--- src/rtl/swrm_pkg.sv ---
// ----------------------------------------------------------------------------
// swrm_pkg
// Shared types and constants of the sliding window rate meter: word formats,
// history entry, cell operations, register indexes and reset values.
// ----------------------------------------------------------------------------
package swrm_pkg;

    // field widths
    localparam int STAMP_W    = 48;
    localparam int COUNT_W    = 32;
    localparam int BUCKET_W   = 48;
    localparam int SUM_W      = 51;
    localparam int RATE_W     = 61;
    localparam int REG_W      = 16;
    localparam int CFG_INDEX_W = 2;

    // divider sizes
    localparam int DIVIDEND_W  = RATE_W;
    localparam int DIVISOR_W   = REG_W;
    localparam int DIV_STEP_W  = $clog2(DIVIDEND_W);

    // milliseconds per second
    localparam logic [9:0] MS_PER_SEC = 10'd1000;

    // saturation limits
    localparam logic [BUCKET_W-1:0] BUCKET_MAX = {BUCKET_W{1'b1}};
    localparam logic [SUM_W-1:0]    SUM_MAX    = {SUM_W{1'b1}};

    // register indexes
    localparam logic [CFG_INDEX_W-1:0] CFG_WINDOW_MSEC = 2'd0;
    localparam logic [CFG_INDEX_W-1:0] CFG_BUCKET_MSEC = 2'd1;

    // register reset values
    localparam logic [REG_W-1:0] WINDOW_RESET = 16'd2000;
    localparam logic [REG_W-1:0] BUCKET_RESET = 16'd250;

    // input word modes
    localparam logic MODE_RECORD = 1'b0;
    localparam logic MODE_QUERY  = 1'b1;

    // input word
    typedef struct packed {
        logic               mode;
        logic [STAMP_W-1:0] now_msec;
        logic [COUNT_W-1:0] num_bytes;
    } in_word_t;

    // result word
    typedef struct packed {
        logic [SUM_W-1:0]  window_bytes;
        logic [RATE_W-1:0] rate_bytes_per_sec;
    } out_word_t;

    // one history bucket
    typedef struct packed {
        logic [STAMP_W-1:0]  stamp;
        logic [BUCKET_W-1:0] bytes;
    } entry_t;

    // what a cell does this cycle
    typedef enum logic [1:0] {
        CELL_HOLD,
        CELL_PUSH,
        CELL_ROTATE,
        CELL_ACCUM
    } cell_op_t;

    // control of one cell
    typedef struct packed {
        cell_op_t op;
    } cell_ctrl_t;

endpackage

--- src/rtl/swrm_cell.sv ---
// ----------------------------------------------------------------------------
// swrm_cell
// One bucket of the history chain. Takes its newer neighbor on a push, its
// older neighbor on a rotate, or adds a byte count with saturation.
// ----------------------------------------------------------------------------
module swrm_cell
(
    input  logic                         clk,
    input  logic                         rst_n,
    input  swrm_pkg::cell_ctrl_t         ctrl,
    input  swrm_pkg::entry_t             newer,
    input  swrm_pkg::entry_t             older,
    input  logic [swrm_pkg::COUNT_W-1:0] add_bytes,
    output swrm_pkg::entry_t             entry
);

    swrm_pkg::entry_t                    entry_reg;
    swrm_pkg::entry_t                    entry_next;
    logic [swrm_pkg::BUCKET_W:0]         acc_sum;

    // saturating add of the count
    assign acc_sum = {1'b0, entry_reg.bytes}
                   + (swrm_pkg::BUCKET_W + 1)'(add_bytes);

    // next entry
    always_comb
    begin
        entry_next = entry_reg;
        unique case (ctrl.op)
            swrm_pkg::CELL_HOLD:   entry_next = entry_reg;
            swrm_pkg::CELL_PUSH:   entry_next = newer;
            swrm_pkg::CELL_ROTATE: entry_next = older;
            swrm_pkg::CELL_ACCUM:
            begin
                entry_next.bytes = acc_sum[swrm_pkg::BUCKET_W]
                                 ? swrm_pkg::BUCKET_MAX
                                 : acc_sum[swrm_pkg::BUCKET_W-1:0];
            end
            default:               entry_next = entry_reg;
        endcase
    end

    // bucket storage
    always_ff @(posedge clk or negedge rst_n)
    begin
        if (!rst_n)
        begin
            entry_reg <= '0;
        end
        else
        begin
            entry_reg <= entry_next;
        end
    end

    assign entry = entry_reg;

endmodule

--- src/rtl/swrm_div.sv ---
// ----------------------------------------------------------------------------
// swrm_div
// Restoring divider, one quotient bit per cycle. Divides the scaled window
// sum by the window length.
// ----------------------------------------------------------------------------
module swrm_div
(
    input  logic                            clk,
    input  logic                            rst_n,
    input  logic                            start,
    input  logic [swrm_pkg::DIVIDEND_W-1:0] dividend,
    input  logic [swrm_pkg::DIVISOR_W-1:0]  divisor,
    output logic                            done,
    output logic [swrm_pkg::DIVIDEND_W-1:0] quotient
);

    localparam int DW = swrm_pkg::DIVIDEND_W;
    localparam int VW = swrm_pkg::DIVISOR_W;
    localparam int SW = swrm_pkg::DIV_STEP_W;

    logic          busy_reg;
    logic          busy_next;
    logic          done_reg;
    logic          done_next;
    logic [SW-1:0] step_reg;
    logic [SW-1:0] step_next;
    logic [DW-1:0] work_reg;
    logic [DW-1:0] work_next;
    logic [VW-1:0] rem_reg;
    logic [VW-1:0] rem_next;
    logic [VW-1:0] divisor_reg;
    logic [VW-1:0] divisor_next;
    logic [VW:0]   trial;
    logic [VW:0]   trial_diff;
    logic          fits;

    // one trial subtraction
    assign trial      = {rem_reg, work_reg[DW-1]};
    assign trial_diff = trial - {1'b0, divisor_reg};
    assign fits       = (trial >= {1'b0, divisor_reg});

    // step control
    always_comb
    begin
        busy_next    = busy_reg;
        done_next    = 1'b0;
        step_next    = step_reg;
        work_next    = work_reg;
        rem_next     = rem_reg;
        divisor_next = divisor_reg;
        if (start)
        begin
            busy_next    = 1'b1;
            step_next    = '0;
            work_next    = dividend;
            rem_next     = '0;
            divisor_next = divisor;
        end
        else if (busy_reg)
        begin
            work_next = {work_reg[DW-2:0], fits};
            rem_next  = fits ? trial_diff[VW-1:0] : trial[VW-1:0];
            step_next = step_reg + 1'b1;
            if (step_reg == SW'(DW - 1))
            begin
                busy_next = 1'b0;
                done_next = 1'b1;
                step_next = '0;
            end
        end
    end

    // divider registers
    always_ff @(posedge clk or negedge rst_n)
    begin
        if (!rst_n)
        begin
            busy_reg <= 1'b0;
            done_reg <= 1'b0;
            step_reg <= '0;
        end
        else
        begin
            busy_reg <= busy_next;
            done_reg <= done_next;
            step_reg <= step_next;
        end
    end

    always_ff @(posedge clk)
    begin
        work_reg    <= work_next;
        rem_reg     <= rem_next;
        divisor_reg <= divisor_next;
    end

    assign done     = done_reg;
    assign quotient = work_reg;

endmodule

--- src/rtl/sliding_window_rate_meter_unit.sv ---
// ----------------------------------------------------------------------------
// sliding_window_rate_meter_unit
// Byte-rate meter over a chain of time buckets, with a window sum and a
// bytes-per-second figure on query.
// ----------------------------------------------------------------------------
// Record words (mode 0) update the bucket chain at the accepting edge and a
// zero result word follows. Query words (mode 1) pass through the accepting
// cycle, then ST_WALK, where the chain rotates once all the way round and the
// oldest-ward sum is gathered at cell 0, then ST_MUL, which scales the sum by
// 1000 and starts the bit-serial divider, then ST_DIV, which waits for the
// divider and takes the quotient, and last ST_DONE, which loads the output
// register. A stalled result word holds the sequencer in ST_DONE. One word is
// worked on at a time; a new word is taken while a finished result still
// waits at the output register.
module sliding_window_rate_meter_unit
#(
    parameter int HISTORY_DEPTH = 8
)
(
    input  logic                               clk,
    input  logic                               rst_n,
    input  logic                               in_valid,
    output logic                               in_stall,
    input  swrm_pkg::in_word_t                 in_word,
    output logic                               out_valid,
    input  logic                               out_stall,
    output swrm_pkg::out_word_t                out_word,
    input  logic                               cfg_valid,
    output logic                               cfg_ready,
    input  logic [swrm_pkg::CFG_INDEX_W-1:0]   cfg_index,
    input  logic [swrm_pkg::REG_W-1:0]         cfg_data
);

    localparam int STEP_W = (HISTORY_DEPTH > 1) ? $clog2(HISTORY_DEPTH) : 1;

    typedef enum logic [2:0] {
        ST_IDLE,
        ST_WALK,
        ST_MUL,
        ST_DIV,
        ST_DONE
    } state_t;

    state_t                               state_reg;
    state_t                               state_next;
    logic [STEP_W-1:0]                    step_reg;
    logic [STEP_W-1:0]                    step_next;
    logic                                 alive_reg;
    logic                                 alive_next;
    logic [swrm_pkg::STAMP_W-1:0]         cutoff_reg;
    logic [swrm_pkg::STAMP_W-1:0]         cutoff_next;
    logic [swrm_pkg::SUM_W-1:0]           sum_reg;
    logic [swrm_pkg::SUM_W-1:0]           sum_next;
    logic [swrm_pkg::RATE_W-1:0]          rate_reg;
    logic [swrm_pkg::RATE_W-1:0]          rate_next;
    logic                                 out_valid_reg;
    logic                                 out_valid_next;
    swrm_pkg::out_word_t                  out_word_reg;
    swrm_pkg::out_word_t                  out_word_next;
    logic [swrm_pkg::REG_W-1:0]           window_reg;
    logic [swrm_pkg::REG_W-1:0]           bucket_reg;

    swrm_pkg::entry_t                     entries [HISTORY_DEPTH];
    swrm_pkg::cell_ctrl_t                 ctrls   [HISTORY_DEPTH];
    swrm_pkg::entry_t                     new_entry;

    logic                                 in_accept;
    logic                                 out_free;
    logic                                 join_newest;
    logic [swrm_pkg::STAMP_W:0]           stamp_reach;
    logic                                 early;
    logic                                 in_window;
    logic [swrm_pkg::SUM_W:0]             sum_add;
    logic                                 div_start;
    logic [swrm_pkg::DIVIDEND_W-1:0]      div_dividend;
    logic [swrm_pkg::DIVISOR_W-1:0]       div_divisor;
    logic                                 div_done;
    logic [swrm_pkg::DIVIDEND_W-1:0]      div_quotient;

    // handshakes
    assign in_accept = in_valid && !in_stall;
    assign in_stall  = (state_reg != ST_IDLE);
    assign out_free  = !out_valid_reg || !out_stall;
    assign cfg_ready = 1'b1;

    // configuration registers
    always_ff @(posedge clk or negedge rst_n)
    begin
        if (!rst_n)
        begin
            window_reg <= swrm_pkg::WINDOW_RESET;
            bucket_reg <= swrm_pkg::BUCKET_RESET;
        end
        else if (cfg_valid && cfg_ready)
        begin
            unique case (cfg_index)
                swrm_pkg::CFG_WINDOW_MSEC: window_reg <= cfg_data;
                swrm_pkg::CFG_BUCKET_MSEC: bucket_reg <= cfg_data;
                default:                   ;
            endcase
        end
    end

    // record: join the newest bucket or open a new one
    assign stamp_reach = {1'b0, entries[0].stamp}
                       + (swrm_pkg::STAMP_W + 1)'(bucket_reg);
    assign join_newest = (stamp_reach >= {1'b0, in_word.now_msec});
    assign new_entry.stamp = in_word.now_msec;
    assign new_entry.bytes = swrm_pkg::BUCKET_W'(in_word.num_bytes);

    // query start: window reaching back before time zero
    assign early = (in_word.now_msec < swrm_pkg::STAMP_W'(window_reg));

    // cell operations
    always_comb
    begin
        for (int k = 0; k < HISTORY_DEPTH; k++)
        begin
            ctrls[k].op = swrm_pkg::CELL_HOLD;
            if (state_reg == ST_WALK)
            begin
                ctrls[k].op = swrm_pkg::CELL_ROTATE;
            end
            else if (in_accept && (in_word.mode == swrm_pkg::MODE_RECORD))
            begin
                if (!join_newest)
                begin
                    ctrls[k].op = swrm_pkg::CELL_PUSH;
                end
                else if (k == 0)
                begin
                    ctrls[k].op = swrm_pkg::CELL_ACCUM;
                end
            end
        end
    end

    // bucket chain, newest at cell 0
    for (genvar g = 0; g < HISTORY_DEPTH; g++)
    begin : g_cell
        localparam int OLDER = (g + 1) % HISTORY_DEPTH;
        swrm_cell u_cell
        (
            .clk        (clk),
            .rst_n      (rst_n),
            .ctrl       (ctrls[g]),
            .newer      ((g == 0) ? new_entry : entries[(g == 0) ? 0 : g - 1]),
            .older      (entries[OLDER]),
            .add_bytes  (in_word.num_bytes),
            .entry      (entries[g])
        );
    end

    // walk step at cell 0
    assign in_window = alive_reg && (entries[0].stamp > cutoff_reg);
    assign sum_add   = {1'b0, sum_reg} + (swrm_pkg::SUM_W + 1)'(entries[0].bytes);

    // scale and divide
    assign div_start    = (state_reg == ST_MUL);
    assign div_dividend = swrm_pkg::DIVIDEND_W'(sum_reg)
                        * swrm_pkg::DIVIDEND_W'(swrm_pkg::MS_PER_SEC);
    assign div_divisor  = (window_reg == '0) ? swrm_pkg::DIVISOR_W'(1) : window_reg;

    swrm_div u_div
    (
        .clk      (clk),
        .rst_n    (rst_n),
        .start    (div_start),
        .dividend (div_dividend),
        .divisor  (div_divisor),
        .done     (div_done),
        .quotient (div_quotient)
    );

    // sequencer
    always_comb
    begin
        state_next     = state_reg;
        step_next      = step_reg;
        alive_next     = alive_reg;
        cutoff_next    = cutoff_reg;
        sum_next       = sum_reg;
        rate_next      = rate_reg;
        out_valid_next = out_valid_reg && out_stall;
        out_word_next  = out_word_reg;
        unique case (state_reg)
            ST_IDLE:
            begin
                if (in_accept)
                begin
                    sum_next  = '0;
                    rate_next = '0;
                    if (in_word.mode == swrm_pkg::MODE_QUERY)
                    begin
                        alive_next  = !early;
                        cutoff_next = in_word.now_msec
                                    - swrm_pkg::STAMP_W'(window_reg);
                        step_next   = '0;
                        state_next  = ST_WALK;
                    end
                    else
                    begin
                        state_next = ST_DONE;
                    end
                end
            end
            ST_WALK:
            begin
                if (in_window)
                begin
                    sum_next = sum_add[swrm_pkg::SUM_W] ? swrm_pkg::SUM_MAX
                             : sum_add[swrm_pkg::SUM_W-1:0];
                end
                else
                begin
                    alive_next = 1'b0;
                end
                step_next = step_reg + 1'b1;
                if (step_reg == STEP_W'(HISTORY_DEPTH - 1))
                begin
                    step_next  = '0;
                    state_next = ST_MUL;
                end
            end
            ST_MUL:
            begin
                state_next = ST_DIV;
            end
            ST_DIV:
            begin
                if (div_done)
                begin
                    rate_next  = div_quotient;
                    state_next = ST_DONE;
                end
            end
            ST_DONE:
            begin
                if (out_free)
                begin
                    out_valid_next                   = 1'b1;
                    out_word_next.window_bytes       = sum_reg;
                    out_word_next.rate_bytes_per_sec = rate_reg;
                    state_next                       = ST_IDLE;
                end
            end
            default:
            begin
                state_next = ST_IDLE;
            end
        endcase
    end

    // state and registered outputs
    always_ff @(posedge clk or negedge rst_n)
    begin
        if (!rst_n)
        begin
            state_reg     <= ST_IDLE;
            step_reg      <= '0;
            alive_reg     <= 1'b0;
            cutoff_reg    <= '0;
            sum_reg       <= '0;
            rate_reg      <= '0;
            out_valid_reg <= 1'b0;
            out_word_reg  <= '0;
        end
        else
        begin
            state_reg     <= state_next;
            step_reg      <= step_next;
            alive_reg     <= alive_next;
            cutoff_reg    <= cutoff_next;
            sum_reg       <= sum_next;
            rate_reg      <= rate_next;
            out_valid_reg <= out_valid_next;
            out_word_reg  <= out_word_next;
        end
    end

    assign out_valid = out_valid_reg;
    assign out_word  = out_word_reg;

    // checks
    assert property (@(posedge clk) disable iff (!rst_n)
        in_accept |=> (state_reg != ST_IDLE))
        else $error("accepted word left the sequencer idle");

    assert property (@(posedge clk) disable iff (!rst_n)
        (state_reg != ST_WALK) |-> (step_reg == '0))
        else $error("walk counter not parked outside the walk");

    assert property (@(posedge clk) disable iff (!rst_n)
        div_done |-> (state_reg == ST_DIV))
        else $error("divider finished outside the divide phase");

    assert property (@(posedge clk) disable iff (!rst_n)
        (out_valid && (out_word.window_bytes == '0))
            |-> (out_word.rate_bytes_per_sec == '0))
        else $error("nonzero rate for an empty window");

endmodule

--- config.mk ---
export PLATFORM = sky130hd
export DESIGN_NAME = sliding_window_rate_meter_unit
export DESIGN_NICKNAME = d
export VERILOG_FILES = /design/src/rtl/swrm_pkg.sv /design/src/rtl/swrm_cell.sv /design/src/rtl/swrm_div.sv /design/src/rtl/sliding_window_rate_meter_unit.sv
export SDC_FILE = /design/constraint.sdc
export NUM_CORES = 2
export LEC_CHECK = 0
export ABC_AREA = 0
export BUFFER_PORTS_ARGS = -buffer_cell sky130_fd_sc_hd__buf_2
export CAP_MARGIN = 0
export CORE_UTILIZATION = 50
export CTS_CLUSTER_SIZE = 30
export DETAILED_ROUTE_END_ITERATION = 8
export GPL_TIMING_DRIVEN = 0
export PLACE_DENSITY = 0.69
export SYNTH_ARGS = -nofsm -noshare
export SYNTH_HDL_FRONTEND = slang
export SYNTH_SLANG_ARGS = --single-unit
--- constraint.sdc ---
create_clock -name clk -period 14.8 [get_ports clk]
set_input_delay 0.74 -clock clk [delete_from_list [all_inputs] [get_ports clk]]
set_output_delay 0.74 -clock clk [all_outputs]
set_load 0.005 [all_outputs]
==> reports/qor.yml <==
drt:
  first_iter_violations: 4555
  totalWireLength_mm: 210
  first_pass_iters: 6
  vias: 54678
  via_per_inst: 5.81
  post-route-drc-count: 0
  ant_nets: 0
  wl_per_cell_microns: 22.3
layout:
  largest_register_ffs: 768
  nets: 8087
  area_growth_pct: 11.6
  drive_gt1_frac: 0.0921
  finalNonFillerCells: 9414
  finish.utilization: 0.561
  fill_cells: 12282
synthesis:
  synth_edf_count: 74
  ys_ff_latch: 1181
  yosys_warnings: 0
  synth.distinct_cells: 85
  syn_area_sq_um: 70100
  postSynth.asyncResetShare: 0.921
  ys.flop_type: "dfrtp_1"
  syn_nets: 7725
  syn_avg_cell_area_sq_um: 9.92
  syn_inst: 7070
  ys_seq_area_frac: 0.426
global_routing:
  grt_antenna_before_repair: 10
  grt_pass1_vias: 55145
  grt_use_total: 0.299
  grt_pass1_wl_mm: 327
  grt_max_degree: 165
  globalRoute.totalOverflow: 0
sta:
  hold_viol_final: 0
  rsz0062_at_grt: "false"
  tightest_slew_ns: 1.50
  finClkSkew_ns: 0.0288
  setup_viol: 0
  whs_ns: 0.201
  relSlewSlack: 0.00324
  fin_tns_setup_ns: 0
  maxSlewViolCount: 0
  fin_ws_ns: 6.13
  fmax_mhz: 115
  finalCriticalPeriod_ns: 8.67
  finalCritPeriodShare: 0.586
floorplan:
  die_y_microns: 376
  die_w_microns: 376
  rows: 137
  core_sq_um: 139000
  start_util: 0.503
  die-area_sq_um: 142000
  io_pins: 219
placement:
  hpwl_mm: 160
  io_buffers: 217
  placedCellCount: 9171
  place_ws_ns: 6.32
  gp_congestion: 0.962
power_and_ir_drop:
  pwr_density_cell_nw_per_um2: 96.5
  ir_drop_uv: 84.2
  p_leak_nw: 35.5
clocking:
  path_clk_slew_ns: 0.06
  clkLatencyLatePin_ns: 0.78
  numCtsBuffers: 134
  htree_levels: 4
  root_buffer: "clkbuf_16"
  ctsLongestPathBuffers: 3
  cts.sinks: 1181
  post_cts_resized: 0
  cts_tree: "built"
setup_path:
  worstSetupStartpointType: "register"
  worstPathArrival_ns: 9.27
  critical_path.startpoint: "g_cell[0].u_cell.entry[52]"
  worstPathRequired_ns: 15.40
  r2r_start: "g_cell[0].u_cell.entry[52]"
  worstSetupPathType: "reg -> reg"
  cp_max_fo: 10
  end_kind: "register"
worst_hold_path:
  min_from: "cfg_data[7]"
  hold_path.class: "in -> reg"
status:
  status: "finished, violations left"
  violations: "capacitance limit"
run:
  maxCapViolCount: 1
critical path: stages (launching register included):
cell,delay (ns)
dfrtp_1,0.49
ha_1,0.29
nor3_1,0.49
o211a_1,0.32
o31ai_1,0.12
o311a_1,0.34
o21a_1,0.21
o21a_1,0.30
and2_1,0.21
clkbuf_1,0.21
nand2_1,0.15
xnor2_1,0.08
ha_1,0.28
nand4_1,0.21
nor4_1,1.15
nand4_1,0.55
o211ai_1,0.26
a311o_1,0.32
a31oi_1,0.22
o31ai_1,0.11
nand2_1,0.08
nand2_1,0.09
ha_1,0.14
clkbuf_1,0.41
clkbuf_1,0.74
clkbuf_1,0.52
a31oi_1,0.15
cells by family after synthesis:
logic type,count (synthesis),synth area share
simple gates,1861,0.112
xor+xnor,218,0.0272
other cells,1,0.0000535
compound gates,1816,0.148
mux,806,0.117
fa+ha+maj,551,0.120
buf+inv,636,0.0504
flops,1181,0.426
routing by layer:
metal  track usage  wire (microns)
met3        0.0442           12900
met2         0.489           99300
met4         0.102            6900
met1         0.405           91000
met5             0              10
placed cells by master, fill, tap and decap left out, drive strengths merged, types with 14 or more instances in the layout:
cell and n:
a31oi 85, nor4 17, nand3 120, and3 40, mux2 125, o21ai 1023
clkbuf 532, nor2b 26, and2 14, o211ai 21, a31o 20, nand2b 23
dfxtp 19, o31ai 22, mux2i 681, nor2 261, nand2 1197, a21o 122
xnor2 132, ha 352, fa 199, dfrtp 1076, nand4 69, nor3 49
edfxtp 74, inv 220, xor2 86, o21bai 49, a211oi 25, o21a 23
buf 312, a21oi 309, clkinv 24
power breakdown:
group	leakage (nW)	total (W)	switching [W]	internal [W]
sequential	12.0	0.00342	0.0000592	0.00336
combinational	21.3	0.000773	0.000463	0.000310
clock	2.17	0.00336	0.00141	0.00196
total	35.5	0.00755	0.00193	0.00562
layout make-up:
cell class	instances	area [sq um]	area share
clock buffer	195	4010	0.0513
sequential	1181	29800	0.381
buffer	424	2740	0.0351
inverter	212	796	0.0102
timing repair buffer	226	1320	0.0169
tap	1876	2350	0.0300
multi-input combinational	5253	36700	0.470
clock inverter	42	413	0.00528
antenna	5	12.5	0.000160
worst paths after layout:
kind	to	slack (ns)	depth (start not counted)
min in group asynchronous	out_word[13]	0.54	2
max in group asynchronous	g_cell[3].u_cell.entry[26]	12.36	4
min reg2reg	rate_reg[38]	0.48	2
max	g_cell[0].u_cell.entry[64]	6.13	26
min	window_reg[7]	0.20	3
max reg2reg	g_cell[0].u_cell.entry[64]	6.13	26
through the flow:
| stage | power (W) | area, sq um |
|---|---|---|
| floorplan | 0.00398 | 70100 |
| global placement | 0.00421 | 73600 |
| detailed placement | 0.00424 | 73800 |
| CTS | 0.00760 | 78200 |
| global route | 0.00783 | 78200 |
| finish | 0.00755 | 78200 |
synthesized netlist by cell type, drive strengths merged, types with 11 or more instances:
master | count | area (sq um)
nand2 | 1197 | 4490
dfrtp | 1076 | 26900
o21ai | 1023 | 5120
mux2i | 681 | 6820
ha | 352 | 4400
clkbuf | 337 | 1260
a21oi | 309 | 1550
nor2 | 261 | 980
inv | 211 | 792
fa | 199 | 3980
xnor2 | 132 | 1160
mux2 | 125 | 1410
a21o | 122 | 916
nand3 | 120 | 601
buf | 87 | 1480
xor2 | 86 | 753
a31oi | 85 | 532
edfxtp | 74 | 2220
nand4 | 69 | 432
nor3 | 49 | 245
o21bai | 49 | 368
and3 | 40 | 250
nor2b | 26 | 170
a211oi | 25 | 193
nand2b | 23 | 144
o21a | 23 | 173
o31ai | 22 | 165
o211ai | 21 | 158
a31o | 20 | 175
dfxtp | 19 | 380
nor4 | 17 | 106
and2 | 14 | 87.6
a21boi | 12 | 90.1
dfstp | 12 | 315
o221ai | 12 | 105
or2 | 11 | 68.8
repair_timing:
item | in CTS | in global routing
hold buffers | 1 | 0
buffers inserted | 0 | 0
hold endpoints to repair | 86 | 0
(Power assumes the default switching activity.)
